`src/hdl/gds_pkg.sv`:
```
// Shared types and constants for the grid diffusion stencil.
// No dependencies; the files that use it refer to it by scoped names.
`default_nettype none

package gds_pkg;

  localparam int SAMPLE_W     = 32;
  localparam int SHARE_W      = 16;
  localparam int COLS_CFG_W   = 9;
  localparam int ROWS_W       = 13;
  localparam int CFG_IDX_W    = 2;
  localparam int CFG_DATA_W   = 16;
  localparam int MIN_SIZE     = 2;
  localparam int MAX_ROWS     = 4096;
  localparam int RESET_SIZE   = 50;
  localparam int ONE_W        = SHARE_W + 1;
  localparam int PART_W       = SAMPLE_W + 2;
  localparam int SUM_W        = SAMPLE_W + 3;
  localparam int OWN_PROD_W   = ONE_W + SAMPLE_W;
  localparam int NEIGH_PROD_W = SHARE_W + SUM_W;
  localparam int NUM_W        = OWN_PROD_W + 4;
  localparam int RESULT_SHIFT = 19;
  localparam int LINE_W       = 2 * SAMPLE_W;

  localparam logic [ONE_W-1:0] ONE_Q16 = ONE_W'(65536);

  typedef enum logic [CFG_IDX_W-1:0] {
    REG_SHARE   = 2'd0,
    REG_COLUMNS = 2'd1,
    REG_ROWS    = 2'd2
  } reg_index_t;

  typedef struct packed {
    logic emit;
    logic last;
    logic has_up;
    logic has_down;
    logic has_left;
    logic has_right;
  } border_t;

endpackage

`default_nettype wire

```
`src/hdl/gds_blend.sv`:
```
// Weighted blend of a cell with its neighbor sum, and the output register.
// Depends on gds_pkg; fed by the window stage.
`default_nettype none

module gds_blend (
  input  wire logic                             clk,
  input  wire logic                             rst,
  input  wire logic                             en,
  input  wire logic [gds_pkg::SHARE_W-1:0]      diffusion_share,
  input  wire logic                             s2_valid,
  input  wire logic                             s2_last,
  input  wire logic [gds_pkg::SAMPLE_W-1:0]     s2_own,
  input  wire logic [gds_pkg::PART_W-1:0]       s2_part_a,
  input  wire logic [gds_pkg::PART_W-1:0]       s2_part_b,
  output logic                                  out_valid,
  output logic [gds_pkg::SAMPLE_W-1:0]          diffused,
  output logic                                  frame_last
);

  localparam int SUM_W = gds_pkg::SUM_W;
  localparam int OPW   = gds_pkg::OWN_PROD_W;
  localparam int NPW   = gds_pkg::NEIGH_PROD_W;
  localparam int NW    = gds_pkg::NUM_W;

  logic            s3_valid, s3_last;
  logic [SUM_W-1:0] s3_sum;
  logic [OPW-1:0]  s3_own_prod;
  logic            s4_valid, s4_last;
  logic [NPW-1:0]  s4_neigh_prod;
  logic [OPW-1:0]  s4_own_prod;
  logic [gds_pkg::ONE_W-1:0] keep;
  logic [NW-1:0]   num;

  always_comb begin
    keep = gds_pkg::ONE_Q16 - gds_pkg::ONE_W'(diffusion_share);
    num  = NW'({s4_own_prod, 3'b000}) + NW'(s4_neigh_prod);
  end

  always_ff @(posedge clk) begin
    if (rst) begin
      s3_valid  <= 1'b0;
      s4_valid  <= 1'b0;
      out_valid <= 1'b0;
    end else if (en) begin
      s3_valid  <= s2_valid;
      s4_valid  <= s3_valid;
      out_valid <= s4_valid;
    end
  end

  always_ff @(posedge clk) begin
    if (en) begin
      if (s2_valid) begin
        s3_last     <= s2_last;
        s3_sum      <= SUM_W'(s2_part_a) + SUM_W'(s2_part_b);
        s3_own_prod <= OPW'(keep) * OPW'(s2_own);
      end
      if (s3_valid) begin
        s4_last       <= s3_last;
        s4_own_prod   <= s3_own_prod;
        s4_neigh_prod <= NPW'(diffusion_share) * NPW'(s3_sum);
      end
      if (s4_valid) begin
        frame_last <= s4_last;
        diffused   <= num[gds_pkg::RESULT_SHIFT +: gds_pkg::SAMPLE_W];
      end
    end
  end

endmodule

`default_nettype wire

```
`config.mk`:
```
export PLATFORM = sky130hd
export DESIGN_NAME = gds_blend
export DESIGN_NICKNAME = d
export VERILOG_FILES = /design/src/hdl/gds_pkg.sv /design/src/hdl/gds_blend.sv
export SDC_FILE = /design/constraint.sdc
export NUM_CORES = 2
export LEC_CHECK = 0
export BUFFER_PORTS_ARGS = -buffer_cell sky130_fd_sc_hd__buf_2
export CAP_MARGIN = 20
export CORE_MARGIN = 2
export CORE_UTILIZATION = 55
export CTS_CLUSTER_DIAMETER = 200
export DETAILED_ROUTE_END_ITERATION = 10
export PLACE_DENSITY = 0.75
export SYNTH_ARGS = -nofsm -noshare
export SYNTH_HDL_FRONTEND = slang
export SYNTH_SLANG_ARGS = --single-unit
```
`constraint.sdc`:
```
create_clock -name clk -period 18.2 [get_ports clk]
set_input_delay 0.91 -clock clk [delete_from_list [all_inputs] [get_ports clk]]
set_output_delay 0.91 -clock clk [all_outputs]
set_load 0.1 [all_outputs]
```
# Word-level counts from Yosys, hierarchy flattened
# Cells that the tools add are included.
# op_classes
n_mul	2
reduce_logical	3
n_addsub	3
# op_table
operator	n
51-bit adder	1
16-bit by 35-bit multiplier with 51-bit output	1
17-bit by 32-bit multiplier with 48-bit output	1
34-bit by 34-bit adder with 35-bit output	1
17-bit by 16-bit subtractor with 17-bit output (first input constant)	1
2-bit AND reduction	3
# word_totals
reg_bits	220
output_inout_bits	34

# Longest topological paths before layout
# logic_depth
ltp_word	2
mapped_depth	34
mapped_depth_nobuf	32

# Worst setup path after synthesis
# No wires, ideal clock.
# synth_path
path_type	input port to flip-flop
startpoint	input port diffusion_share[1] (netlist bit)
endpoint	register s3_own_prod[40] (data pin)
path_buffers	2
cell_stages	31
required_time_ns	17.940
slack_ns	10.151
setup_time_ns	0.260
arrival_ns	7.790
path_cell_list	clkbuf_1 inv_1 ha_1 nand2_1 nor3_1 nand2b_1 nor4_1 xnor2_1 clkbuf_1 nand2_1 fa_1 inv_1 fa_1 inv_1 fa_1 inv_1 fa_1 fa_1 inv_1 fa_1 inv_1 ha_1 a21oi_1 o21ai_0 a221oi_1 nor2_1 a2111o_1 o311a_1 or3_4 a31oi_2 xnor2_1
# synth_between
elab_chain_cells	2
# synth_rtl
item	line_no	text
start, declared	gds_blend.sv:9	input wire logic [gds_pkg::SHARE_W-1:0] diffusion_share,
17-bit by 16-bit subtractor with 17-bit output	gds_blend.sv:35	keep = gds_pkg::ONE_Q16 - gds_pkg::ONE_W'(diffusion_share);
17-bit by 32-bit multiplier with 48-bit output	gds_blend.sv:56	s3_own_prod <= OPW'(keep) * OPW'(s2_own);
end signal, assigned	gds_blend.sv:56	
end, declared	gds_blend.sv:27	logic [OPW-1:0] s3_own_prod;
# Every way passes these cells.
# A chain may end at the register's enable or synchronous reset.

# Final worst setup path
# layout_path
startpoint	input port diffusion_share[1] (netlist bit)
endpoint	register s3_own_prod[33] (data pin)
# The elaborated chain is that of the path after synthesis.

==> results by group <==
STA
  • Fin crit share: 0.502
  • Final max-slew violation count: 0
  • RSZ-0062 raised after global routing: false
  • Peak Freq: ~110 MHz
  • Worst rel slew slack: 0.285
  • Hold Vio Cnt, Final: 0
  • Total Neg Setup Slack: 0 ps
  • Worst Tran Pin Value: 1070 ps
  • Skew final: slightly below 40 ps
  • Final min period: ~9100 ps
  • Final setup fails: 0

Worst setup path
  • Crit Path Max Fanout: 36
  • R2R Path Start: s3_sum[12]$_DFFE_PP_
  • Crit start category: input pin
  • Reg2Reg Depth: 23
  • Reg-to-reg critical path endpoint: s4_neigh_prod[50]$_DFFE_PP_
  • Worst path required time: 18480 ps
  • CP Buf/Inv Count: 8
  • Worst endpoint data arrival time: 9410 ps
  • Worst R2R Setup Slack: 10630 ps
  • CP Capture Type: register
  • Slowest stage delay, CP: 630 ps
  • Crit path max-delay family: adder cells
  • Setup CP Type: in -> reg
  • CP max-delay cell: nor4_2

Drt
  • Via/cell ratio: 5.57
  • Final Routed Wirelength: 105000 µm
  • Via count: approximately 33000
  • WL/cell: ~18 µm
  • DRC violations left: 0
  • Antenna-violating nets left: 0
  • Starting DRT DRC Count: 2032
  • DRT Pass-1 Iters: 5

Global route
  • Met1 Use GR: 0.350
  • GRT overflow: 0
  • All-Layer GR Usage: 0.265
  • Busiest layer in global routing: met2
  • Vias in the first global route: 35000
  • Met3 Track Usage GR: 0.0350
  • First-pass GRT wire length: 176000 µm
  • GRT met2 Usage: 0.457
  • Largest net degree at the start of global routing: 67
  • Initial antenna violation count: 1

Layout
  • Area of the multi-input gates: 33400 µm²
  • Fillers: between 7000 and 8000
  • Area growth, synth to finish: 5.44%
  • Final #Nets: 6138
  • Reg area: 6490 µm²
  • Fraction of layout cells with a size suffix above 1: 0.0552

Logic synthesis
  • Synthesized Nets: 6156
  • Syn_area_per_cell: 9.27 µm²
  • Mapped Cells: 4805
  • Post-synth ARST share: 0
  • Yosys warns: 0
  • Flops & latches, synth: roughly 220
  • Distinct cell type count after synthesis: 71
  • Post-synth EDFFs: 214
  • Syn Std Cell Area: between 40000 and 50000 µm²
  • Register area share after synthesis: 0.146
  • Post-synth top flop: edfxtp_1

Place
  • PortBufs: 154
  • Placer congestion estimate: 0.917
  • DP Wirelength: roughly 82000 µm

Floorplanning
  • Ports: 155
  • Height of the die: 289 µm
  • Std cell rows: ~100
  • Starting Density: 0.554
  • CORE AREA: 80400 µm²
  • Die area: approximately 83000 µm²
  • DIE WIDTH: slightly below 300 µm

Hold path
  • Worst hold path type: reg -> reg
  • Hold Startpoint: s3_own_prod[3]$_DFFE_PP_
  • Worst hold endpoint: s4_own_prod[3]$_DFFE_PP_
  • Hold Path Depth: 0

CTS
  • Setup Fix Bufs, Post-CTS: 0
  • Resized cells post-CTS: 0
  • CTS Root Cell: clkbuf_16
  • Worst-Skew Late Latency: ~570 ps
  • Clock sinks: 217
  • Post-CTS Hold Fix Bufs: 0
  • Clock Pin Slew Worst Setup and Hold Paths: 60 ps
  • CTS tree: yes
  • Total CTS buffers: 24
  • Max Root-Sink Buffers: 3
  • H-tree depth: 1

Outcome
  • Status: finished clean

Job
  • Max cap viols: 0
[Yosys cell counts (all sizes together), types with 6 or more instances]
library cell / instances / area share
o211ai: 7 / 0.0012
ha: 321 / 0.090
a21oi: 144 / 0.016
buf: 36 / 0.0031
and2: 326 / 0.046
edfxtp: 214 / 0.14
nand2b: 19 / 0.0027
nand4: 20 / 0.0028
and4: 10 / 0.0020
nand2: 886 / 0.075
or3: 6 / 0.00095
o21bai: 17 / 0.0029
a211oi: 17 / 0.0030
clkbuf: 194 / 0.016
xnor2: 109 / 0.021
a211o: 6 / 0.0012
nor4: 8 / 0.0013
inv: 1050 / 0.088
o21ai: 88 / 0.0099
a31oi: 16 / 0.0024
nor2: 84 / 0.0071
o21a: 15 / 0.0025
nand3: 33 / 0.0037
nor3: 18 / 0.0020
nor2b: 23 / 0.0032
a41oi: 9 / 0.0018
or2: 6 / 0.00084
fa: 909 / 0.41
and3: 26 / 0.0037
a221o: 6 / 0.0013
a21o: 70 / 0.012
xor2: 52 / 0.010
[metal layers]
| metal | share of wire | vias up |
|---|---|---|
| met5 | 0 | - |
| met4 | 0.032 | 0 |
| met3 | 0.065 | 212 |
| met2 | 0.49 | 1163 |
| met1 | 0.41 | 16800 |
| li1 | - | 14500 |
[through the flow]
stage	hold WS (ps)	instance area (µm²)	utilization	setup slack, ps	std cells
after CTS	415	47000	0.584	9220	5865
after global routing	417	47000	0.584	8520	5865
after global placement	401	46200	0.574	8940	5821
final	414	47000	0.584	9070	5866
after detailed placement	405	46200	0.574	8680	5821
after floorplan	400	44600	-	10150	4805
[kinds of logic (layout without fill, tap and decap cells)]
logic type / after synthesis / in the layout / synth area share
other: 0 / 1 / 0
AOI/OAI and AO/OA: 442 / 442 / 0.0639
xor gates and xnor gates: 161 / 161 / 0.0316
and+or+nand+nor: 1475 / 1475 / 0.152
adders and majority gates: 1230 / 1230 / 0.499
DFF: 217 / 217 / 0.146
buffers and inverters: 1280 / 1280 / 0.108
[layout by cell type (no fill, tap or decap), types with 24 or more instances in the layout]
master     count
a21oi_1      142
inv_1       1050
edfxtp_1     214
ha_1         321
o21ai_0       81
buf_4         32
xor2_1        48
nor2_1        84
buf_2        154
xnor2_1       99
and2_1       323
clkbuf_16     24
nand3_1       33
fa_1         909
a21o_1        69
nand2_1      886
and3_1        26
[worst reg2reg max path: cells and delay by family, from the launching register on]
family                   cells  cell delay, ps
buffers and inverters        5             270
XOR/XNOR                     1              90
adder cells (fa/ha/maj)      7            3430
AO/OA/AOI/OAI                7            2020
AND/OR/NAND/NOR              3             750
flip-flops                   1             770
[cell type report]
type	count	area share
Timing Repair Buffer	186	0.0215
Antenna cell	1	0.0000533
Clock inverter	16	0.00439
Tap cell	1060	0.0282
Multi-Input combinational cell	3308	0.711
Sequential cell	217	0.138
Clock buffer	28	0.0131
Inverter	1050	0.0839
[flip-flops by register name (all words and copies together), names as in the netlist]
register       count
diffused          32
frame_last         1
out_valid          1
s3_last            1
s3_own_prod       48
s3_sum            35
s3_valid           1
s4_last            1
s4_neigh_prod     48
s4_own_prod       48
s4_valid           1
[how the worst max path moves through the flow]
stage	endpoint	slack, ps	from	cells after the start
after floorplan	s3_own_prod[40]$_DFFE_PP_	10150	diffusion_share[1]	31
after global placement	s3_own_prod[40]$_DFFE_PP_	8940	diffusion_share[3]	28
after detailed placement	s3_own_prod[33]$_DFFE_PP_	8680	diffusion_share[1]	32
after CTS	s3_own_prod[33]$_DFFE_PP_	9220	diffusion_share[1]	32
after global routing	s3_own_prod[33]$_DFFE_PP_	8520	diffusion_share[1]	32
final	s3_own_prod[33]$_DFFE_PP_	9070	diffusion_share[1]	32
Power is left out: the tool's default activity adds up to more than one toggle a clock period on the data nets, which glitch-free logic cannot reach.
