### src/hdl/gds_pkg.sv
// Shared types and constants for the grid diffusion stencil.
// No dependencies; the files that use it refer to it by scoped names.
`default_nettype none

package gds_pkg;

  localparam int SAMPLE_W     = 32;
  localparam int SHARE_W      = 16;
  localparam int COLS_CFG_W   = 9;
  localparam int ROWS_W       = 13;
  localparam int CFG_IDX_W    = 2;
  localparam int CFG_DATA_W   = 16;
  localparam int MIN_SIZE     = 2;
  localparam int MAX_ROWS     = 4096;
  localparam int RESET_SIZE   = 50;
  localparam int ONE_W        = SHARE_W + 1;
  localparam int PART_W       = SAMPLE_W + 2;
  localparam int SUM_W        = SAMPLE_W + 3;
  localparam int OWN_PROD_W   = ONE_W + SAMPLE_W;
  localparam int NEIGH_PROD_W = SHARE_W + SUM_W;
  localparam int NUM_W        = OWN_PROD_W + 4;
  localparam int RESULT_SHIFT = 19;
  localparam int LINE_W       = 2 * SAMPLE_W;

  localparam logic [ONE_W-1:0] ONE_Q16 = ONE_W'(65536);

  typedef enum logic [CFG_IDX_W-1:0] {
    REG_SHARE   = 2'd0,
    REG_COLUMNS = 2'd1,
    REG_ROWS    = 2'd2
  } reg_index_t;

  typedef struct packed {
    logic emit;
    logic last;
    logic has_up;
    logic has_down;
    logic has_left;
    logic has_right;
  } border_t;

endpackage

`default_nettype wire

### src/hdl/gds_sequencer.sv
// Raster position counters, border flags and the input register stage.
// Depends on gds_pkg.
`default_nettype none

module gds_sequencer #(
  parameter int MAX_COLUMNS = 256
) (
  input  wire logic                                      clk,
  input  wire logic                                      rst,
  input  wire logic                                      en,
  input  wire logic                                      take,
  input  wire logic [gds_pkg::SAMPLE_W-1:0]              sample,
  input  wire logic                                      pad,
  input  wire logic [gds_pkg::COLS_CFG_W-1:0]            grid_columns,
  input  wire logic [gds_pkg::ROWS_W-1:0]                grid_rows,
  output logic [$clog2(MAX_COLUMNS > 1 ? MAX_COLUMNS : 2)-1:0] rd_addr,
  output logic                                           s1_valid,
  output logic [$clog2(MAX_COLUMNS > 1 ? MAX_COLUMNS : 2)-1:0] s1_col,
  output logic [gds_pkg::SAMPLE_W-1:0]                   s1_sample,
  output gds_pkg::border_t                               s1_border
);

  localparam int ADDR_W = $clog2(MAX_COLUMNS > 1 ? MAX_COLUMNS : 2);
  localparam int FULL_W = $clog2(MAX_COLUMNS + 1);
  localparam int CNT_W  = (FULL_W > gds_pkg::COLS_CFG_W) ? FULL_W : gds_pkg::COLS_CFG_W;
  localparam int RW     = gds_pkg::ROWS_W;

  logic [ADDR_W-1:0] column_count, column_count_next;
  logic [RW-1:0]     row_count, row_count_next;

  logic [CNT_W-1:0]  cols, cols_cfg, ic_ext, ic_inc, cc;
  logic [RW-1:0]     rows, rows_p1, ir, cr;
  logic [ADDR_W-1:0] ic;
  logic              restart;
  gds_pkg::border_t  border;

  always_comb begin
    cols_cfg = CNT_W'(grid_columns);
    if (cols_cfg < CNT_W'(gds_pkg::MIN_SIZE)) begin
      cols = CNT_W'(gds_pkg::MIN_SIZE);
    end else if (cols_cfg > CNT_W'(MAX_COLUMNS)) begin
      cols = CNT_W'(MAX_COLUMNS);
    end else begin
      cols = cols_cfg;
    end

    if (grid_rows < RW'(gds_pkg::MIN_SIZE)) begin
      rows = RW'(gds_pkg::MIN_SIZE);
    end else if (grid_rows > RW'(gds_pkg::MAX_ROWS)) begin
      rows = RW'(gds_pkg::MAX_ROWS);
    end else begin
      rows = grid_rows;
    end
    rows_p1 = rows + RW'(1);

    restart = (CNT_W'(column_count) >= cols) || (row_count > rows_p1) ||
              ((row_count == rows_p1) && (column_count != '0));
    ic     = restart ? '0 : column_count;
    ir     = restart ? '0 : row_count;
    ic_ext = CNT_W'(ic);

    cr = '0;
    cc = '0;
    border = '0;
    if ((ic != '0) && (ir != '0)) begin
      cr = ir - RW'(1);
      cc = ic_ext - CNT_W'(1);
      border.emit = 1'b1;
    end else if ((ic == '0) && (ir >= RW'(2))) begin
      cr = ir - RW'(2);
      cc = cols - CNT_W'(1);
      border.emit = 1'b1;
    end
    border.has_up    = (cr != '0);
    border.has_down  = (cr < (rows - RW'(1)));
    border.has_left  = (cc != '0);
    border.has_right = (cc < (cols - CNT_W'(1)));
    border.last      = border.emit && (cr == (rows - RW'(1))) &&
                       (cc == (cols - CNT_W'(1)));

    ic_inc = ic_ext + CNT_W'(1);
    if (border.last) begin
      column_count_next = '0;
      row_count_next    = '0;
    end else if (ic_inc >= cols) begin
      column_count_next = '0;
      row_count_next    = ir + RW'(1);
    end else begin
      column_count_next = ic_inc[ADDR_W-1:0];
      row_count_next    = ir;
    end

    rd_addr = ic;
  end

  always_ff @(posedge clk) begin
    if (rst) begin
      column_count <= '0;
      row_count    <= '0;
      s1_valid     <= 1'b0;
    end else begin
      if (take) begin
        column_count <= column_count_next;
        row_count    <= row_count_next;
      end
      if (en) begin
        s1_valid <= take;
      end
    end
  end

  always_ff @(posedge clk) begin
    if (take) begin
      s1_col    <= ic;
      s1_sample <= pad ? '0 : sample;
      s1_border <= border;
    end
  end

endmodule

`default_nettype wire

### config.mk
export PLATFORM = sky130hd
export DESIGN_NAME = gds_sequencer
export DESIGN_NICKNAME = d
export VERILOG_FILES = /design/src/hdl/gds_pkg.sv /design/src/hdl/gds_sequencer.sv
export SDC_FILE = /design/constraint.sdc
export NUM_CORES = 1
export LEC_CHECK = 0
export BUFFER_PORTS_ARGS = -buffer_cell sky130_fd_sc_hd__buf_2
export CORE_MARGIN = 4
export CORE_UTILIZATION = 57
export CTS_CLUSTER_SIZE = 8
export DETAILED_ROUTE_END_ITERATION = 10
export PLACE_DENSITY = 0.88
export SYNTH_ARGS = -nofsm -noshare
export SYNTH_HDL_FRONTEND = slang
export SYNTH_SLANG_ARGS = --single-unit
### constraint.sdc
create_clock -name clk -period 14 [get_ports clk]
set_input_delay 3.5 -clock clk [delete_from_list [all_inputs] [get_ports clk]]
set_output_delay 3.5 -clock clk [all_outputs]
set_load 0.005 [all_outputs]
**Word-level counts from Yosys, hierarchy flattened**

Cells that the tools add are included.

- $add $sub $neg: 8
- Order comparisons: 10
- Equal/unequal tests: 3
- Mux-type cells: 16
- Reductions and logical operators: 13

Operators by type and width:

| kind | number |
|---|---|
| 13-bit two-way mux | 7 |
| 9-bit two-way mux | 4 |
| 13-bit by 1-bit adder with 13-bit output, second input constant | 2 |
| 13-bit equality test | 2 |
| 13-bit nonzero test | 2 |
| 13-bit by 1-bit subtractor with 13-bit output, second input constant | 2 |
| 8-bit two-way mux | 3 |
| 8-bit nonzero test | 2 |
| 13-bit by 2-bit >= comparator with 1-bit output, second input constant | 1 |
| 13-bit greater-than comparator | 1 |
| 13-bit greater-than comparator, second input constant | 1 |
| 13-bit less-than comparator | 1 |
| 13-bit by 2-bit less-than comparator with 1-bit output, second input constant | 1 |
| 13-bit by 2-bit subtractor with 13-bit output, second input constant | 1 |
| 8-bit by 1-bit adder with 9-bit output, second input constant | 1 |
| 9-bit equality test | 1 |
| 8-bit by 9-bit >= comparator with 1-bit output | 1 |
| 9-bit >= comparator | 1 |
| 9-bit greater-than comparator, second input constant | 1 |
| 9-bit by 2-bit less-than comparator with 1-bit output, second input constant | 1 |
| 9-bit less-than comparator | 1 |
| 9-bit nonzero test | 1 |
| 8-bit by 1-bit subtractor with 9-bit output, second input constant | 1 |
| 9-bit by 1-bit subtractor with 9-bit output, second input constant | 1 |
| 4 further kinds | 10 |

- Flip-flop bits (word level): 68
- Input bits: 59
- Output and inout port bits: 55
- Logic and storage cells: 61

**Longest topological paths before layout**

- Depth after elaboration: 16
- Depth in mapped cells: 41
- Depth with buffers taken out: 36

**Least setup slack after synthesis**

OpenSTA, ideal clock, no wires.

- Path kind: in2out
- Start: input grid_rows[7] (netlist name)
- End: output rd_addr[0] (netlist name)
- Arrival: 7.929 ns
- Data required time: 10.500 ns
- Setup slack: 2.571 ns
- Stages on the path: 21
- Cell sequence: clkbuf_1 -> or3_1 -> or4_1 -> nor4_1 -> nor2_1 -> or2_2 -> inv_1 -> ha_1 -> nand3_1 -> nor2_1 -> mux2_2 -> ha_1 -> a21oi_1 -> o21ai_0 -> a211oi_2 -> a21oi_4 -> nor2_2 -> buf_2 -> buf_2 -> nand2_1 -> inv_1

- Word-level cells in the longest chain between the ends: 8
- Elaborated cells between the ends (all ways): 11

Ends and longest elaborated chain:

| what | RTL line | source |
|---|---|---|
| start: declaration | gds_sequencer.sv:15 | `input wire logic [gds_pkg::ROWS_W-1:0] grid_rows,` |
| 13-bit greater-than comparator | gds_sequencer.sv:49 | `end else if (grid_rows > RW'(gds_pkg::MAX_ROWS)) begin` |
| 13-bit two-way mux | gds_sequencer.sv:49 |  |
| 13-bit two-way mux (*) | gds_sequencer.sv:47 | `if (grid_rows < RW'(gds_pkg::MIN_SIZE)) begin` |
| 13-bit by 1-bit adder with 13-bit output (*) | gds_sequencer.sv:54 | `rows_p1 = rows + RW'(1);` |
| 13-bit greater-than comparator / 13-bit equality test (equally long branches) | gds_sequencer.sv:56, gds_sequencer.sv:57 |  |
| 1-bit logical OR / 1-bit logical AND (equally long branches) | gds_sequencer.sv:56, gds_sequencer.sv:57 |  |
| 1-bit logical OR (*) | gds_sequencer.sv:56 | `restart = (CNT_W'(column_count) >= cols) \|\| (row_count > rows_p1) \|\|` |
| 8-bit two-way mux (*) | gds_sequencer.sv:58 | `ic = restart ? '0 : column_count;` |
| end: declaration | gds_sequencer.sv:16 | `output logic [$clog2(MAX_COLUMNS > 1 ? MAX_COLUMNS : 2)-1:0] rd_addr,` |

Every way passes the cells marked *; elsewhere a longest branch is shown, timed or not.

**Final worst setup path**

Same ends and word-level chain as after synthesis.

==> impl_metrics.tcl <==
set metrics [dict create \
    first_pass_iters 5 \
    synth_edf_count 46 \
    synth_area_leader_cell "edfxtp_1" \
    hold_buffers 0 \
    cts_root_buffer "clkbuf_8" \
    clock.fmax_mhz 82.6 \
    required_ns 10.50 \
    fin_nets 904 \
    dp.final_hpwl_um 13000 \
    port_buffers 113 \
    min_delay_path_depth 2 \
    r2r-start "row_count[6]" \
    path_class "in -> out" \
    initial_core_util_pct 58.4 \
    hold_viol 0 \
    tightest_slew_ns 0.667 \
    num_io_pins 114 \
    hold_path_end "s1_valid" \
    layout_setup_ws_ns 1.89 \
    reg2reg_depth 23 \
    run_status "finished, final reports clean" \
    detail_route.vias_per_cell 6.36 \
    num_vias 5872 \
    setup_violations 0 \
    yosysSeqAreaShare_pct 30.3 \
    finalSetupTns_ns 0 \
    grtUsageMet2_pct 46.9 \
    path_buf_inv 5 \
    nFillCells 835 \
    gr-usage-met3_pct 4.77 \
    dieArea_sq_um 12200 \
    critical_path.startpoint_type "primary input" \
    maxSlewHeadroom_pct 55.5 \
    clock_skew_ns 0.0184 \
    synthArstFlopShare_pct 0 \
    cts_tree "done" \
    cts-buffers-inserted 9 \
    ys.flop_type "edfxtp_1" \
    leakage_nw 2.95 \
    ir_drop_v 0.0000558 \
    path_clk_slew_ns 0.09 \
    syn_area_sq_um 6010 \
    routed_wl_um 17300 \
    p_per_area_nw_per_um2 75.6 \
    htreeDepth 3 \
    yosysWarnings 0 \
    grt_first_pass_wirelength_um 28200 \
    critPathSlowestCell "nor2_2" \
    finalWeightedCongestion 1.02 \
    critPathArrivalTime_ns 8.61 \
    die_h_um 111 \
    layout-area-overhead-vs-synth_pct 12.9 \
    yosysTopAreaCellShare_pct 23.0 \
    top_usage_layer "met2" \
    clkSinkCount 68 \
    drive_gt1_share_pct 20.8 \
    core_area_sq_um 10300 \
    crit_path_max_incr_delay_ns 0.44 \
    p_total_uw 513 \
    cp_cell_sequence "buf_2 -> or3_1 -> or4_1 -> nor4_1 -> nor2_1 -> or2_2 -> inv_1 -> ha_1 -> nand3_1 -> nor2_1 -> mux2_2 -> ha_1 -> a21oi_1 -> o21ai_0 -> a211oi_2 -> a21oi_4 -> nor2_2 -> buf_4 -> nand2_1 -> inv_1 -> buf_2" \
    final_area_sq_um 6780 \
    syn_inst 696 \
    dieWidth_um 111 \
    crit_path_end_kind "output port" \
    holdWs_ns 0.516 \
    ant_nets 0 \
    cts_setup_buffers 0 \
    regToRegEndpoint "s1_border[2]" \
    period_share_pct 86.5 \
    grt_max_degree 56 \
    cp_top_family "simple AND/OR/NAND/NOR gates" \
    syn_area_per_cell_sq_um 8.63 \
    slew_viol_final 0 \
    std_cell_rows 37 \
    first_global_vias 5650 \
    cts_resized 0 \
    synth-seq-cells 68 \
    clock_tree.buffer_depth 2 \
    hold_path.class "reg -> reg" \
    worstHoldStart "s1_valid" \
    drcViolationCount 0 \
    period_minus_slack_ns 12.11 \
    maxCapViolCount 0 \
    rsz0062_at_grt "false" \
    gr-usage-met1_pct 35.7 \
    synth_area_leaders "edfxtp_1, ha_1, dfxtp_1, nor2b_1, nor2_1" \
    dpl_cell_area_sq_um 6580 \
    syn_nets 818 \
    grt_usage_pct 27.5 \
    ys_types 72 \
    insertion_delay_ns 0.36 \
    path_max_fanout 16 \
    drt-initial-drc-count 532 \
    antenna_found_initial 0 \
    reg2reg_slack_ns 7.48 \
    num_antenna_cells 0 \
    place_ws_ns 2.03 \
    gr-total-overflow 0 \
    drt-wirelength-per-cell_um 18.7 \
]
[cell families (layout without fill, tap and decap cells)]
group	count (synthesis)	after routing	share of synthesized area [%]
and+or+nand+nor	290	290	26.5
AOI/OAI and AO/OA	166	166	19.1
DFF	68	68	30.3
buffers and inverters	68	159	4.77
adders and majority gates	63	63	13.1
xor gates and xnor gates	33	33	4.81
muxes	8	8	1.40
[per-layer routing]
metal / vias up / share of wire [%] / wire (um)
met3: 37 / 6.8 / 1180
li1: 2753 / - / -
met1: 2795 / 43 / 7390
met4: 0 / 1.8 / 307
met2: 287 / 49 / 8420
met5: - / 0 / 0
[worst reg2reg max path, cell delays in order (launching register included)]
cell       delay [ns]
dfxtp_1          0.66
ha_1             0.35
a21oi_1          0.13
o21ai_0          0.14
a211oi_2         0.43
a21oi_4          0.17
nor2_2           0.44
buf_4            0.32
nand2_1          0.15
ha_1             0.36
o21ai_2          0.24
nand2_2          0.30
o211ai_1         0.25
o31ai_1          0.10
a221oi_1         0.52
ha_1             0.33
o21a_1           0.11
o21a_1           0.16
o21a_1           0.16
o21a_1           0.16
o21ai_0          0.16
nand2b_1         0.10
a2111oi_0        0.50
or3_1            0.17
[worst max path at each step]
| stage | start | endpoint | cells after the start |
|---|---|---|---|
| 4_1_cts | grid_rows[7] | rd_addr[0] | 21 |
| 3_3_place_gp | grid_rows[7] | rd_addr[0] | 21 |
| 5_1_grt | grid_rows[7] | rd_addr[0] | 21 |
| 3_5_place_dp | grid_rows[7] | rd_addr[0] | 21 |
| 2_1_floorplan | grid_rows[7] | rd_addr[0] | 21 |
| 6_report | grid_rows[7] | rd_addr[0] | 21 |
[cells in the final DEF, fill, tap and decap left out, types with 10 or more instances in the layout]
cell      synthesis  routed
nor2b_1          39      39
o211ai_1         11      11
o21ai_0          22      22
nand3_1          29      29
and3_1           11      11
dfxtp_1          22      22
nor4_1           13      13
or3_1            10      10
ha_1             63      63
inv_1            25      25
nor3_1           13      13
nor2_1           55      55
a21oi_1          40      40
buf_2             7     113
nand4_1          19      19
xor2_1           12      12
edfxtp_1         46      46
nand2b_1         13      13
nand2_1          47      47
xnor2_1          21      21
[power breakdown]
part | switching, mW | total [mW] | internal [mW]
Sequential | 0.00484 | 0.231 | 0.226
Clock | 0.0894 | 0.174 | 0.0848
Combinational | 0.0641 | 0.108 | 0.0439
Total | 0.158 | 0.513 | 0.355
[stage by stage]
step	std cells	util, %
5_1_grt	923	66.0
3_3_place_gp	907	64.0
6_report	923	66.0
2_1_floorplan	696	-
4_1_cts	923	66.0
3_5_place_dp	907	64.0
[Yosys cell counts (19+ instances only)]
library cell / number
xnor2_1: 21
nor2b_1: 39
o21ai_0: 22
dfxtp_1: 22
edfxtp_1: 46
nand4_1: 19
ha_1: 63
nand2_1: 47
a21oi_1: 40
nand3_1: 29
nor2_1: 55
clkbuf_1: 30
inv_1: 25
[final cells by class]
type                            count  area, sq um  share of cell area, %
Inverter                           27          101                   1.49
Clock inverter                      7         80.1                   1.18
Tap cell                          136          170                   2.51
Sequential cell                    68         1820                   26.9
Clock buffer                        9          124                   1.83
Timing Repair Buffer              116          588                   8.67
Multi-Input combinational cell    560         3900                   57.5
[registers in the layout, indices dropped and copies added, names as in the netlist]
name and cells:
column_count 8, row_count 13, s1_col 8, s1_valid 1
s1_border 6, s1_sample 32
No activity file was read; power rests on OpenSTA's default activity.
