### src/hdl/gds_pkg.sv
// Shared types and constants for the grid diffusion stencil.
// No dependencies; the files that use it refer to it by scoped names.
`default_nettype none

package gds_pkg;

  localparam int SAMPLE_W     = 32;
  localparam int SHARE_W      = 16;
  localparam int COLS_CFG_W   = 9;
  localparam int ROWS_W       = 13;
  localparam int CFG_IDX_W    = 2;
  localparam int CFG_DATA_W   = 16;
  localparam int MIN_SIZE     = 2;
  localparam int MAX_ROWS     = 4096;
  localparam int RESET_SIZE   = 50;
  localparam int ONE_W        = SHARE_W + 1;
  localparam int PART_W       = SAMPLE_W + 2;
  localparam int SUM_W        = SAMPLE_W + 3;
  localparam int OWN_PROD_W   = ONE_W + SAMPLE_W;
  localparam int NEIGH_PROD_W = SHARE_W + SUM_W;
  localparam int NUM_W        = OWN_PROD_W + 4;
  localparam int RESULT_SHIFT = 19;
  localparam int LINE_W       = 2 * SAMPLE_W;

  localparam logic [ONE_W-1:0] ONE_Q16 = ONE_W'(65536);

  typedef enum logic [CFG_IDX_W-1:0] {
    REG_SHARE   = 2'd0,
    REG_COLUMNS = 2'd1,
    REG_ROWS    = 2'd2
  } reg_index_t;

  typedef struct packed {
    logic emit;
    logic last;
    logic has_up;
    logic has_down;
    logic has_left;
    logic has_right;
  } border_t;

endpackage

`default_nettype wire

### src/hdl/gds_window.sv
// 3x3 window shift register and masked neighbor partial sums.
// Depends on gds_pkg; fed by the sequencer and the line buffer.
`default_nettype none

module gds_window (
  input  wire logic                             clk,
  input  wire logic                             rst,
  input  wire logic                             en,
  input  wire logic                             s1_valid,
  input  wire logic [gds_pkg::SAMPLE_W-1:0]     s1_sample,
  input  wire gds_pkg::border_t                 s1_border,
  input  wire logic [gds_pkg::LINE_W-1:0]       line_rd,
  output logic                                  line_wr_en,
  output logic [gds_pkg::LINE_W-1:0]            line_wr,
  output logic                                  s2_valid,
  output logic                                  s2_last,
  output logic [gds_pkg::SAMPLE_W-1:0]          s2_own,
  output logic [gds_pkg::PART_W-1:0]            s2_part_a,
  output logic [gds_pkg::PART_W-1:0]            s2_part_b
);

  localparam int SW = gds_pkg::SAMPLE_W;
  localparam int PW = gds_pkg::PART_W;

  logic [SW-1:0] win [9];
  logic [SW-1:0] nw [9];
  logic [SW-1:0] top, mid;
  logic [PW-1:0] part_a, part_b;
  logic          fire;

  always_comb begin
    top   = line_rd[gds_pkg::LINE_W-1:SW];
    mid   = line_rd[SW-1:0];
    fire  = en && s1_valid;
    nw[0] = win[1];
    nw[1] = win[2];
    nw[2] = top;
    nw[3] = win[4];
    nw[4] = win[5];
    nw[5] = mid;
    nw[6] = win[7];
    nw[7] = win[8];
    nw[8] = s1_sample;

    part_a = '0;
    part_b = '0;
    if (s1_border.has_up) begin
      part_a = PW'(nw[1]) + (s1_border.has_left ? PW'(nw[0]) : '0) +
               (s1_border.has_right ? PW'(nw[2]) : '0);
    end
    if (s1_border.has_left) begin
      part_a = part_a + PW'(nw[3]);
    end
    if (s1_border.has_down) begin
      part_b = PW'(nw[7]) + (s1_border.has_left ? PW'(nw[6]) : '0) +
               (s1_border.has_right ? PW'(nw[8]) : '0);
    end
    if (s1_border.has_right) begin
      part_b = part_b + PW'(nw[5]);
    end

    line_wr_en = fire;
    line_wr    = {mid, s1_sample};
  end

  always_ff @(posedge clk) begin
    if (rst) begin
      for (int i = 0; i < 9; i++) begin
        win[i] <= '0;
      end
      s2_valid <= 1'b0;
    end else if (en) begin
      s2_valid <= s1_valid && s1_border.emit;
      if (s1_valid) begin
        for (int i = 0; i < 9; i++) begin
          win[i] <= nw[i];
        end
      end
    end
  end

  always_ff @(posedge clk) begin
    if (fire) begin
      s2_last   <= s1_border.last;
      s2_own    <= nw[4];
      s2_part_a <= part_a;
      s2_part_b <= part_b;
    end
  end

endmodule

`default_nettype wire

### config.mk
export PLATFORM = sky130hd
export DESIGN_NAME = gds_window
export DESIGN_NICKNAME = d
export VERILOG_FILES = /design/src/hdl/gds_pkg.sv /design/src/hdl/gds_window.sv
export SDC_FILE = /design/constraint.sdc
export NUM_CORES = 1
export LEC_CHECK = 0
export BUFFER_PORTS_ARGS = -buffer_cell sky130_fd_sc_hd__buf_4
export CORE_ASPECT_RATIO = 0.6
export CORE_MARGIN = 4
export CORE_UTILIZATION = 64
export DETAILED_ROUTE_END_ITERATION = 8
export PLACE_DENSITY = 0.87
export SETUP_SLACK_MARGIN = 0.3
export SYNTH_ARGS = -nofsm -noshare
export SYNTH_HDL_FRONTEND = slang
export SYNTH_SLANG_ARGS = --single-unit
### constraint.sdc
create_clock -name clk -period 10.9 [get_ports clk]
set_clock_uncertainty 0.1 [all_clocks]
set_input_delay 0.545 -clock clk [delete_from_list [all_inputs] [get_ports clk]]
set_output_delay 0.545 -clock clk [all_outputs]
set_load 0.005 [all_outputs]
# [After elaboration in Yosys (flattened, before gate mapping)]
# Memories as Yosys holds them, arrays and structs flattened.
# Index checks and enable logic that the tools add are counted.
[op_classes] n_addsub=6 mux=23 reduce_logical=2 n_bitwise=9
[op_table] op="$mux W32" n=13
[op_table] op="$mux W34" n=4
[op_table] op="$add A33 B32 Y34" n=2
[op_table] op="$add A34 B32 Y34" n=2
[op_table] op="$add A32 B32 Y33" n=2
[op_table] op="$or A1 B1 Y1" n=9
[op_table] op="$mux W1" n=6
[op_table] op="$logic_and A1 B1 Y1" n=2
[totals] memories=1 wordCells=46 regBits=102 input_bits=106 ram_bits=288 output_inout_bits=167
[memory_table] memory="win" words=9 width=32 read_ports=6 rd_clocked_by_memory_dff=0 wr=9 line="gds_window.sv:25" text="logic [SW-1:0] win [9];"

# [Depth between registers and ports, before layout]
# Gate-level depths: netlist of the first run.
[depth] depth_word=6 ltp_mapped=27 depth_no_buf=24

# [Worst setup path before layout of the first run]
# Ideal clock, no wire load.
[synth_timing] path_type="in2reg" from="input port s1_border[0] (netlist bit)" to="register s2_part_a[28] (netlist bit), data pin" setup_time_ps=260 stages=27 arrival_ps=6008 path_buffers=4 path_slack_ps=4532 required_time_ps=10540 path_cell_list="clkbuf_1 > clkbuf_1 > clkbuf_1 > nand2_1 > fa_1 > inv_1 > ha_1 > inv_1 > fa_1 > nand2b_1 > a211oi_1 > o21ai_0 > o21ai_0 > a31oi_1 > xor2_1 > nor2_1 > ha_1 > clkbuf_1 > nand3_1 > nand3b_1 > a221oi_1 > nand4_1 > a311oi_2 > o21bai_1 > a21oi_1 > xnor2_1 > mux2_2"
[synth_between] elab_chain_cells=5
[synth_rtl] element="from (decl)" line="gds_window.sv:11" text="input wire gds_pkg::border_t s1_border,"
[synth_rtl] element="$mux W32 (*)" line="gds_window.sv:49" text="(s1_border.has_right ? PW'(nw[2]) : '0);"
[synth_rtl] element="$add A33 B32 Y34 (*)" line="gds_window.sv:48" text="part_a = PW'(nw[1]) + (s1_border.has_left ? PW'(nw[0]) : '0) +"
[synth_rtl] element="$mux W34 (*)" line="gds_window.sv:47" text="if (s1_border.has_up) begin"
[synth_rtl] element="$add A34 B32 Y34" line="gds_window.sv:52" text="part_a = part_a + PW'(nw[3]);"
[synth_rtl] element="$mux W34 (*)" line="gds_window.sv:51" text="if (s1_border.has_left) begin"
[synth_rtl] element="via part_a[28]" line="gds_window.sv:28" text="logic [PW-1:0] part_a, part_b;"
[synth_rtl] element="to (signal assigned)" line="gds_window.sv:86" text="s2_part_a <= part_a;"
[synth_rtl] element="to (decl)" line="gds_window.sv:18" text="output logic [gds_pkg::PART_W-1:0] s2_part_a,"
# Mark *: on every way through the listed nets, which the timed path passes. The rest lies on a longest branch.
# A chain may end at the register's enable or synchronous reset.

# [Worst setup path in the final report of the first run]
[layout_timing] from="input port s1_border[1] (netlist bit)" to="register s2_part_a[31] (netlist bit), data pin"
[layout_between] elab_chain_cells=6
[layout_rtl] element="$mux W32" line="gds_window.sv:48"
[layout_rtl] element="$add A32 B32 Y33" line="gds_window.sv:48"
[layout_rtl] element="$add A33 B32 Y34" line="gds_window.sv:48"
[layout_rtl] element="$mux W34" line="gds_window.sv:47"
[layout_rtl] element="$add A34 B32 Y34" line="gds_window.sv:52"
[layout_rtl] element="$mux W34 (*)" line="gds_window.sv:51"
[layout_rtl] element="via part_a[31]" line="gds_window.sv:28"
# Marked as above.

==> results of run 1 <==
[registers in the layout (all words and copies together), names as in the netlist]
signal and count:
win 192, s2_part_a 34, s2_part_b 34, s2_own 32, s2_last 1, s2_valid 1
[per-layer routing]
layer	wire (µm)	track usage (%)
met5	13	0
met4	1640	8.14
met3	5700	7.29
met2	24500	46.7
met1	24200	45.4
[cell usage after synthesis (3+ instances only)]
cell type / n
nor2_1: 94
o21a_1: 25
a21o_1: 54
o21ai_0: 63
o41ai_1: 3
xor2_1: 43
and3_1: 13
nand3_1: 37
buf_1: 5
mux2_2: 40
nand2b_1: 12
nor4_1: 7
mux2i_1: 6
a21oi_1: 108
nand2_1: 211
nand3b_1: 4
o31ai_1: 13
or2_2: 3
a221oi_1: 5
clkbuf_1: 81
o21bai_1: 18
edfxtp_1: 293
o211ai_1: 11
a22o_1: 4
a31oi_1: 13
o21ai_1: 3
and2_1: 168
a311oi_1: 3
a211o_1: 4
nor2b_1: 16
o31a_1: 4
buf_4: 64
or3_1: 7
a21boi_0: 3
nor3_1: 81
xnor2_1: 57
ha_1: 126
fa_1: 68
inv_1: 220
a211oi_1: 15
nand4_1: 17
[worst max-delay path, delay by kind of cell]
kind	cells	cell delay (ns)
buf+inv	3	0.79
xor+xnor	2	0.26
simple gates	4	0.64
compound gates	11	3.30
fa+ha+maj	3	1.24
[through the flow]
stage	util, %	power (mW)	hold WS (ns)
finish	74.5	3.58	0.0653
CTS	74.5	3.57	0.0442
global route	74.5	3.77	0.0376
floorplan	-	2.25	0.317
detailed placement	71.6	2.58	0.324
global placement	71.6	2.55	0.322
[worst min path at each step]
stage / start / endpoint / slack [ns] / cells past startpoint
2_1_floorplan: win[5][0] / s2_own[0] / 0.32 / 0
3_3_place_gp: win[5][1] / s2_own[1] / 0.32 / 0
3_5_place_dp: win[5][18] / s2_own[18] / 0.32 / 0
4_1_cts: s1_border[4] / s2_last / 0.04 / 1
5_1_grt: s1_border[4] / s2_last / 0.04 / 1
6_report: s1_border[4] / s2_last / 0.07 / 1
[cell usage in the layout (no fill, tap or decap), drive strengths merged, types with 55 or more instances in the layout]
| cell type | count |
|---|---|
| edfxtp | 293 |
| a21oi | 108 |
| a21o | 55 |
| inv | 223 |
| buf | 281 |
| nor3 | 81 |
| fa | 68 |
| xnor2 | 57 |
| nand2 | 211 |
| ha | 126 |
| o21ai | 68 |
| nor2 | 94 |
| and2 | 168 |
[cell type report]
cell class              count  area, µm²
clock inverters            21        171
inverters                 223        840
diodes                      2       5.00
multi-input cells        1406      10300
clock buffers              32        737
fillers                  2164       8050
flip-flops and latches    294       8820
well taps                 416        520
repair buffers            281       2110
[power breakdown]
group,internal (mW),leakage (nW),switching (mW)
Sequential,1.36,2.99,0.0393
Clock,0.537,0.445,0.449
Combinational,0.501,7.18,0.698
Total,2.40,10.6,1.19
[kinds of logic after synthesis]
group / after synthesis / synth area share (%)
AND/OR/NAND/NOR: 683 / 16.4
AO/OA/AOI/OAI: 383 / 12.5
buffers and inverters: 375 / 7.96
flip-flops: 294 / 42.4
adder cells (fa/ha/maj): 194 / 14.1
XOR/XNOR: 100 / 4.21
multiplexers: 46 / 2.45
==> implementation parameters, run 1 <==
Parameter                              Value

Drt
  Post-detailed-route via-to-cell ratio ... 6.06
  Total routed wirelength ... about 56 mm
  Vias after detailed routing ... approximately 16000
  Router iterations before antenna repair ... 6
  Number of DRC markers in iteration 0 ... 1690
  # DRC ... 0
  Post-DR wirelength/cell ... roughly 21 µm
  Antenna viol nets, final ... 0

Floorplanning
  Number of cell rows ... 50
  Area enclosed by the die boundary ... about 36000 µm²
  Die span in x ... 241 µm
  Core area ... about 32000 µm²
  Starting density of the core ... between 60% and 70%
  Number of placed I/O pins ... ~270
  Vertical die dimension ... approximately 150 µm

Finish
  Synth-to-layout area growth ... 13.2%
  Fraction of layout instances using a drive strength above 1 ... 17.4%
  Cell area after layout ... between 20000 and 25000 µm²
  Final nets ... 2535
  Number of cells in the finished layout apart from fillers ... 2675

Clock network
  Clock-pin slew reported for the worst setup and hold paths after clock tree synthesis ... around 0.060 ns
  Post-CTS repair timing setup buffer count ... 0
  Root buffer selected by CTS ... clkbuf_16
  CTS tree ... yes
  Number of buffers added to fix hold violations after cts ... 0
  CTS Buf Count ... 29
  Num Clock Sinks ... a little under 300
  # H-tree levels ... 1
  Number of gates resized after cts ... 0
  Skew-Pair Late Insertion Delay ... 0.56 ns
  Maximum count of clock buffers along a single path ... 3

Critical path
  Critical setup path kind ... primary input to flop
  Largest stage delay on the critical path ... 0.56 ns
  Worst path cell trace ... buf_4, buf_4, nand2_1, fa_1, inv_1, ha_1, o21ai_0, a211oi_1, o21ai_0, o21ai_0, a31oi_1, xor2_1, nor2_1, ha_1, nand2_1, o21ai_0, o41ai_1, a21oi_1, o31ai_1, a21oi_1, nor2_1, xnor2_1, a221o_1
  Worst Setup SP ... s1_border[1]
  Highest fanout seen on the critical path ... 45
  Worst path arrival time ... 6.80 ns
  Cell type of the slowest stage on the worst timing path ... a211oi_1
  Worst flop-to-flop path endpoint ... s2_part_a[31]
  Category of the worst setup path launch point ... primary input
  FF-to-FF setup slack ... 4.35 ns
  Critical Path RT ... 11.12 ns
  Register-to-Register Path Depth ... 23
  Kind of capture point of the worst setup path ... flop
  Endpoint of the worst setup timing path ... s2_part_a[31]
  Start of the worst register-to-register path ... win[2][1]
  Most common cell on crit path ... o21ai_0

STA
  Unrepaired setup endpoints after global routing ... no
  Number of pins exceeding their max-slew limit in the final report ... 0
  Period utilisation layout ... between 60% and 70%
  Final setup TNS ... 0 ns
  Final Critical Period ... 6.59 ns
  Final Hold Fails ... 0
  Worst rel slew slack ... 16.3%
  Worst-Margin Slew ... 1.25 ns
  Highest achievable clock rate ... 0.152 GHz
  Final setup violation count ... 0
  Worst path setup slack after routing ... 4.31 ns

Logic synthesis
  Synth Area per Inst ... 10.0 µm²
  Yosys warning total ... 0
  Number of synthesized flops with an enable pin ... 293
  Number of instances in the synthesized netlist ... 2075
  Flop and latch count out of synthesis ... 294
  Main flop type after synthesis ... edfxtp_1
  Post-synth top area cell ... edfxtp_1
  Async set-reset flop share out of synthesis ... 0%
  Number of nets in the synthesized netlist ... 2375
  Portion of the post-synthesis area used by sequential elements ... about 42%
  Count of distinct cell types in the synthesized netlist ... slightly above 80
  Synth top area cells ... edfxtp_1 42%, ha_1 7.6%, fa_1 6.5%
  Area share of the largest cell type after synthesis ... 42.3%
  Synthesized cell area ... about 21000 µm²

Worst hold path
  Worst hold path class ... primary input to flop

Outcome
  Run status ... complete, no violations

GRT
  Total global-route track usage ... 30.9%
  Grt total ovfl ... 0
  Via count of the first global-routing pass ... 15696
  Maximum number of pins on one net before global-route repair ... between 70 and 80
  Wire length of the first global-routing pass ... 86.9 mm
  Number of antenna violations at the first check in global routing ... 3

Placement
  Routability congestion estimate from global placement ... 0.958
  DPL Wire Length ... 41.2 mm
  Total cell area at the placement stage ... 22600 µm²
  Cell count after placement ... 2620
  Post-Place Worst Slack ... 3.92 ns
  Port Buf Inserts ... 272

Power
  Static leakage power ... ~11 nW
  Power per cell area ... 152 nW/µm²
  Highest ir drop seen on vdd ... 0.149 mV

Run
  Reported max-cap violation count ... 0
(Power assumes the default switching activity.)
==> run 2, diff against run 1 <==
--- a/config.mk
+++ b/config.mk
@@ -8,9 +8,9 @@
 export BUFFER_PORTS_ARGS = -buffer_cell sky130_fd_sc_hd__buf_4
 export CORE_ASPECT_RATIO = 0.6
 export CORE_MARGIN = 4
-export CORE_UTILIZATION = 64
+export CORE_UTILIZATION = 59
 export DETAILED_ROUTE_END_ITERATION = 8
-export PLACE_DENSITY = 0.87
+export PLACE_DENSITY = 0.81
 export SETUP_SLACK_MARGIN = 0.3
 export SYNTH_ARGS = -nofsm -noshare
 export SYNTH_HDL_FRONTEND = slang
==> constraint.sdc (replaced) <==
create_clock -name clk -period 6.3 [get_ports clk]
set_clock_uncertainty 0.1 [all_clocks]
set_input_delay 0.315 -clock clk [delete_from_list [all_inputs] [get_ports clk]]
set_output_delay 0.315 -clock clk [all_outputs]
set_load 0.005 [all_outputs]
==> implementation parameters, run 2 (synthesis results as in run 1) <==
Parameter                              Value

Outcome
  Run status ... complete, no violations

STA
  Final Hold Fails ... 0 (unchanged)
  Worst rel slew slack ... 20.9% (+4.6 points)
  Highest achievable clock rate ... 0.173 GHz
  Final setup TNS ... 0 ns (unchanged)
  Unrepaired setup endpoints after global routing ... yes
  Worst-Margin Slew ... 1.19 ns (-0.0659 ns)
  Final Critical Period ... around 5.8 ns
  Final setup violation count ... 0 (unchanged)
  Period utilisation layout ... 91.7%
  Number of pins exceeding their max-slew limit in the final report ... 0 (unchanged)

GRT
  Maximum number of pins on one net before global-route repair ... 130 (+81%)
  Total global-route track usage ... 28.7% (-2.2 points)
  Via count of the first global-routing pass ... 16349 (+4.2%)
  Number of antenna violations at the first check in global routing ... 1 (-2)
  Wire length of the first global-routing pass ... 89.2 mm (+2.6%)
  Grt total ovfl ... 0 (unchanged)

Critical path
  Category of the worst setup path launch point ... primary input
  Worst path cell trace ... dlygate4sd3_1, buf_4, nand2_1, fa_1, inv_1, ha_1, inv_1, fa_1, nand2b_1, a211oi_1, o21ai_1, o31ai_1, xnor2_1, nor2_1, ha_1, and3_1, nor4b_2, o211ai_1, nand4_1, a311oi_2, o21bai_1, a21oi_1, xnor2_1, mux2_2
  Cell type of the slowest stage on the worst timing path ... dlygate4sd3_1
  Critical Path RT ... 6.51 ns (-4.61 ns)
  Worst path arrival time ... 5.99 ns (-0.81 ns)
  Critical setup path kind ... primary input to flop
  Top cell family by delay on the critical path ... compound AO/OA/AOI/OAI gates
  Largest stage delay on the critical path ... 0.53 ns (-0.03 ns)
  Highest fanout seen on the critical path ... 6 (-87%)
  Kind of capture point of the worst setup path ... flop
  Buffers and inverters on the worst path ... 4 (+1)

Placement
  Port Buf Inserts ... 272 (unchanged)
  DPL Wire Length ... 40.6 mm (-1.5%)
  Routability congestion estimate from global placement ... 0.929 (-3.1%)

Power
  Power after layout ... 6.35 mW (+77%)
  Net switching power figure ... 2.08 mW (+75%)
  Int Pwr ... 4.28 mW (+78%)
  Power per cell area ... 256 nW/µm² (+68%)
  Highest ir drop seen on vdd ... 0.251 mV (+69%)
  Part of the total power dissipated in the clock network ... 28.4% (+0.9 points)
  Static leakage power ... 11.1 nW (+4.7%)
  Sequential Power Share ... 37.9% (-1.1 points)
  Gate power share ... 33.7% (+0.2 points)
  Switching share of power ... 32.7% (-0.45 points)

Finish
  Fraction of layout instances using a drive strength above 1 ... 17.4% (+0.060 points)
  Number of flip-flops in the largest register ... 192 (unchanged)
  Largest registers ... win: 192 flops, s2_part_a: 34 flops, s2_part_b: 34 flops
  Largest register by flop count ... win
  Commonest cells after routing, fill and taps aside ... 293 x edfxtp_1, 286 x buf_4, 219 x inv_1
  Final nets ... 2642 (+4.2%)
  Most common cell after layout, fill and taps aside ... edfxtp_1
  Synth-to-layout area growth ... 19.2%
  Count of inserted antenna diode cells ... 0 (-2)

Clock network
  Clock-pin slew reported for the worst setup and hold paths after clock tree synthesis ... 0.07 ns (about the same)
  Root buffer selected by CTS ... clkbuf_16
  Maximum count of clock buffers along a single path ... 3 (unchanged)
  Num Clock Sinks ... 294 (unchanged)
  CTS Buf Count ... 28 (-3.4%)
  Skew-Pair Late Insertion Delay ... 0.57 ns (about the same)
  CTS tree ... yes
  # H-tree levels ... 1 (unchanged)

Drt
  Total routed wirelength ... 56.3 mm (+0.41%)
  Post-detailed-route via-to-cell ratio ... 5.73 (-5.4%)
  Router iterations before antenna repair ... 7 (+1)
  Post-DR wirelength/cell ... 20.0 µm (-4.9%)
  Vias after detailed routing ... 16184 (-0.13%)
  Antenna viol nets, final ... 0 (unchanged)
  # DRC ... 0 (unchanged)
  Number of DRC markers in iteration 0 ... 1158 (-31%)

Run
  Reported max-cap violation count ... 0 (unchanged)

Floorplanning
  Vertical die dimension ... 153 µm (+3.9%)
  Starting density of the core ... 60.8% (-5.1 points)
  Area enclosed by the die boundary ... 38400 µm² (+8.1%)
  Die span in x ... 250 µm (+4.0%)
  Number of cell rows ... 52 (+4.0%)
  Core area ... 34200 µm² (+8.3%)
  Number of placed I/O pins ... 273 (unchanged)

Worst hold path
  Worst hold path class ... primary input to flop
[run 2: changes by cell type in the layout (fill, tap and decap cells not counted), sizes merged]
cell / previous run / this run
diode: 2 / 0
dlygate4sd3: 0 / 99
clkinvlp: 1 / 5
buf: 281 / 290
clkbuf: 32 / 30
bufinv: 2 / 4
clkinv: 18 / 13
[run 2: power groups by stage]
stage	sequential, mW	clock [mW]	combinational [mW]
3_3_place_gp	2.44	0	2.01
6_report	2.41	1.80	2.14
4_1_cts	2.41	1.82	2.11
2_1_floorplan	2.45	0	1.45
3_5_place_dp	2.45	0	2.04
5_1_grt	2.42	1.91	2.35
[run 2: through the flow]
stage	std cells	area (µm²)	util (%)	setup slack (ns)	hold slack, ns
final	2823	24800	72.4	0.524	0.100
after global routing	2823	24800	72.4	0.283	0.113
after CTS	2823	24800	72.3	0.471	0.0669
after detailed placement	2672	22800	66.6	0.117	0.325
after global placement	2672	22800	66.6	0.275	0.324
after floorplan	2075	20800	-	0.320	0.314
[run 2: worst register-to-register path, delay by kind of cell, from the launching register on]
family                     cells  cell delay [ns]
AOI/OAI and AO/OA              7             1.85
adders and majority gates      4             1.41
and+or+nand+nor                6             1.09
DFF                            1             0.36
muxes                          1             0.27
xor gates and xnor gates       2             0.20
buffers and inverters          2             0.14
[run 2: repair_timing]
| action | 4_1_cts | 5_1_grt |
|---|---|---|
| setup buffers | 0 | 0 |
| setup endpoints to repair | 0 | 7 |
| hold endpoints to repair | 97 | 0 |
| gates resized for setup | 0 | 9 |
| hold buffers | 99 | 0 |
[run 2: worst paths after layout]
path                     from            end  slack [ns]  depth (start not counted)
setup / recovery  line_rd[32]  s2_part_a[28]        0.52                         24
hold / removal     line_rd[1]      win[5][1]        0.10                          3
setup reg to reg    win[1][1]  s2_part_a[28]        0.62                         22
hold reg to reg    win[5][23]     s2_own[23]        0.34                          0
[run 2: layout make-up]
cell class / count / area, µm²
multi-input combinational: 1406 / 10400
fill: 2464 / 9430
sequential: 294 / 8820
timing repair buffer: 389 / 3220
inverter: 223 / 840
clock buffer: 30 / 729
tap: 459 / 574
clock inverter: 22 / 235
[run 2: per-layer routing]
layer / vias up / global-route usage, % / wire (µm)
met5: - / 0 / 13
met4: 2 / 7.21 / 1440
met3: 88 / 4.94 / 4100
met2: 612 / 46.2 / 25800
met1: 7790 / 40.9 / 25000
li1: 7692 / - / -
==> run 3, diff against run 2 <==
--- a/config.mk
+++ b/config.mk
@@ -8,10 +8,11 @@
 export BUFFER_PORTS_ARGS = -buffer_cell sky130_fd_sc_hd__buf_4
 export CORE_ASPECT_RATIO = 0.6
 export CORE_MARGIN = 4
-export CORE_UTILIZATION = 59
+export CORE_UTILIZATION = 54
+export CTS_CLUSTER_SIZE = 12
 export DETAILED_ROUTE_END_ITERATION = 8
-export PLACE_DENSITY = 0.81
-export SETUP_SLACK_MARGIN = 0.3
+export PLACE_DENSITY = 0.78
+export SETUP_SLACK_MARGIN = 0.1
 export SYNTH_ARGS = -nofsm -noshare
 export SYNTH_HDL_FRONTEND = slang
 export SYNTH_SLANG_ARGS = --single-unit
==> constraint.sdc (replaced) <==
create_clock -name clk -period 5 [get_ports clk]
set_clock_uncertainty 0.1 [all_clocks]
set_input_delay 0.25 -clock clk [delete_from_list [all_inputs] [get_ports clk]]
set_output_delay 0.25 -clock clk [all_outputs]
set_load 0.005 [all_outputs]
==> implementation parameters, run 3 (synthesis results as in run 1) <==
Parameter                              Value

Critical path
  Endpoint of the worst setup timing path ... s2_part_b[33]
  FF-to-FF setup slack ... -0.31 ns (-0.93 ns)
  Worst path arrival time ... 5.55 ns (-0.44 ns)
  Most common cell on crit path ... inv_2
  Top cell family by delay on the critical path ... compound AO/OA/AOI/OAI gates
  Critical setup path kind ... flop to flop
  Highest fanout seen on the critical path ... 4 (-2)
  Largest stage delay on the critical path ... 0.48 ns (-0.05 ns)
  Category of the worst setup path launch point ... flop
  Start of the worst register-to-register path ... win[8][1]
  Cell type of the slowest stage on the worst timing path ... fa_1
  Critical Path RT ... 5.25 ns (-1.26 ns)
  Number of logic stages on the critical path including buffering ... 25 (+4.2%)
  Kind of capture point of the worst setup path ... flop
  Buffers and inverters on the worst path ... 7 (+3)
  Worst flop-to-flop path endpoint ... s2_part_b[33]
  Worst Setup SP ... win[8][1]
  Register-to-Register Path Depth ... 25 (+14%)

Clock network
  CTS Buf Count ... 31 (+11%)
  # H-tree levels ... 1 (unchanged)
  Clock-pin slew reported for the worst setup and hold paths after clock tree synthesis ... 0.06 ns (about the same)
  CTS tree ... yes
  Num Clock Sinks ... 294 (unchanged)
  Maximum count of clock buffers along a single path ... 3 (unchanged)
  Root buffer selected by CTS ... clkbuf_16
  Skew-Pair Late Insertion Delay ... 0.59 ns (+0.02 ns)

Placement
  Routability congestion estimate from global placement ... 0.972 (+4.7%)
  DPL Wire Length ... 49.9 mm (+23%)
  Total cell area at the placement stage ... 25700 µm² (+13%)
  Cell count after placement ... 3060 (+15%)
  Post-Place Worst Slack ... -0.764 ns (-0.881 ns)
  Port Buf Inserts ... 272 (unchanged)

Finish
  Number of flip-flops in the largest register ... 192 (unchanged)
  Count of inserted antenna diode cells ... 0 (unchanged)
  Most common cell after layout, fill and taps aside ... buf_4
  Number of cells in the finished layout apart from fillers ... 3253 (+15%)
  Fraction of layout instances using a drive strength above 1 ... 36.9% (+20 points)
  Largest registers ... win: 192 flops, s2_part_a: 34 flops, s2_part_b: 34 flops
  Final nets ... 3026 (+15%)
  Commonest cells after routing, fill and taps aside ... 645 x buf_4, 293 x edfxtp_1, 200 x inv_1
  Synth-to-layout area growth ... 40.7%
  Largest register by flop count ... win
  Cell area after layout ... 29300 µm² (+18%)

STA
  Final Critical Period ... 5.31 ns
  Worst path setup slack after routing ... -0.306 ns (-0.830 ns)
  Final Hold Fails ... 0 (unchanged)
  Hold Slack ... 0.0430 ns (-0.0574 ns)
  Period utilisation layout ... 106%
  Worst rel slew slack ... 19.9% (-1.1 points)
  Number of pins exceeding their max-slew limit in the final report ... 0 (unchanged)
  Final setup violation count ... 22 (+22)
  Highest achievable clock rate ... between 0.15 and 0.2 GHz
  Unrepaired setup endpoints after global routing ... yes
  Final setup TNS ... -3.04 ns (-3.04 ns)
  Worst-Margin Slew ... 1.20 ns (+0.0159 ns)

Drt
  Antenna viol nets, final ... 0 (unchanged)
  Router iterations before antenna repair ... 6 (-1)
  # DRC ... 0 (unchanged)
  Total routed wirelength ... 69.5 mm (+23%)
  Post-DR wirelength/cell ... 21.4 µm (+7.1%)
  Vias after detailed routing ... 18504 (+14%)
  Post-detailed-route via-to-cell ratio ... 5.69 (-0.78%)
  Number of DRC markers in iteration 0 ... 2192 (+89%)

Run
  Reported max-cap violation count ... 0 (unchanged)

Power
  Power per cell area ... 318 nW/µm² (+24%)
  Sequential Power Share ... 32.8% (-5.1 points)
  Highest ir drop seen on vdd ... 0.275 mV (+9.6%)
  Static leakage power ... 13.3 nW (+19%)
  Switching share of power ... 33.7% (+1.0 points)
  Part of the total power dissipated in the clock network ... 23.5% (-4.9 points)
  Int Pwr ... 6.17 mW (+44%)
  Net switching power figure ... 3.13 mW (+51%)
  Gate power share ... 43.7% (+10 points)

GRT
  Maximum number of pins on one net before global-route repair ... 76 (-42%)
  Wire length of the first global-routing pass ... 105 mm (+18%)
  Number of antenna violations at the first check in global routing ... 1 (unchanged)
  Via count of the first global-routing pass ... 18333 (+12%)
  Total global-route track usage ... 32.0% (+3.3 points)
  Grt total ovfl ... 0 (unchanged)

Worst hold path
  Worst hold path class ... primary input to flop
  Launch instance of the worst min-delay path ... line_rd[1]

Floorplanning
  Starting density of the core ... 55.0% (-5.8 points)
  Number of cell rows ... 55 (+5.8%)
  Vertical die dimension ... 160 µm (+4.3%)
  Area enclosed by the die boundary ... 41800 µm² (+8.9%)
  Core area ... 37800 µm² (+11%)
  Number of placed I/O pins ... 273 (unchanged)
  Die span in x ... 261 µm (+4.4%)

Outcome
  Run status ... finished with violations
  Violated checks ... setup timing
==> run 3: through the flow <==
stage               power, mW  util [%]
CTS                      8.90      75.0
global route             9.74      77.3
finish                   9.31      77.3
global placement         6.34      67.9
floorplan                4.99         -
detailed placement       6.41      67.9
==> run 3: worst min-delay path by stage <==
stage / endpoint / slack, ns / cells past startpoint
floorplan: s2_last / 0.25 / 0
global placement: s2_own[4] / 0.33 / 0
detailed placement: s2_own[27] / 0.32 / 0
CTS: win[5][1] / 0.02 / 3
global route: win[5][1] / 0.05 / 3
finish: win[5][1] / 0.04 / 3
==> run 3: repair_timing <==
action / in CTS / in global routing
setup buffers: 28 / 22
hold buffers: 99 / 0
pin swaps: 95 / 122
gates resized for setup: 129 / 168
endpoints found under the setup margin: 32 / 41
cloned: 0 / 0
hold endpoints to repair: 97 / 0
==> run 3: layer usage <==
layer / GRT usage [%] / routed length, µm / up-vias / part of all wire, %
met4: 8.19 / 2160 / 0 / 3.1
li1: - / - / 8429 / -
met1: 47.8 / 30200 / 8938 / 43
met5: 0 / 0 / - / 0
met3: 5.56 / 6470 / 156 / 9.3
met2: 48.6 / 30700 / 981 / 44
==> run 3: power by group through the flow <==
stage	Sequential (mW)	Combinational (mW)	Clock [mW]
floorplan	3.07	1.92	0
global placement	3.09	3.25	0
detailed placement	3.09	3.32	0
CTS	3.04	3.64	2.21
global route	3.06	4.35	2.32
finish	3.05	4.07	2.19
==> run 3: area by class of cell <==
type | count | area [µm²]
well taps | 513 | 642
clock buffers | 37 | 798
fillers | 2435 | 8580
repair buffers | 770 | 6190
inverters | 223 | 842
flip-flops and latches | 294 | 8820
clock inverters | 10 | 109
multi-input cells | 1406 | 11900
==> run 3: tightest hold or removal path, stage by stage <==
cell	delay, ns
buf_4	0.14
inv_1	0.09
nor3_1	0.06
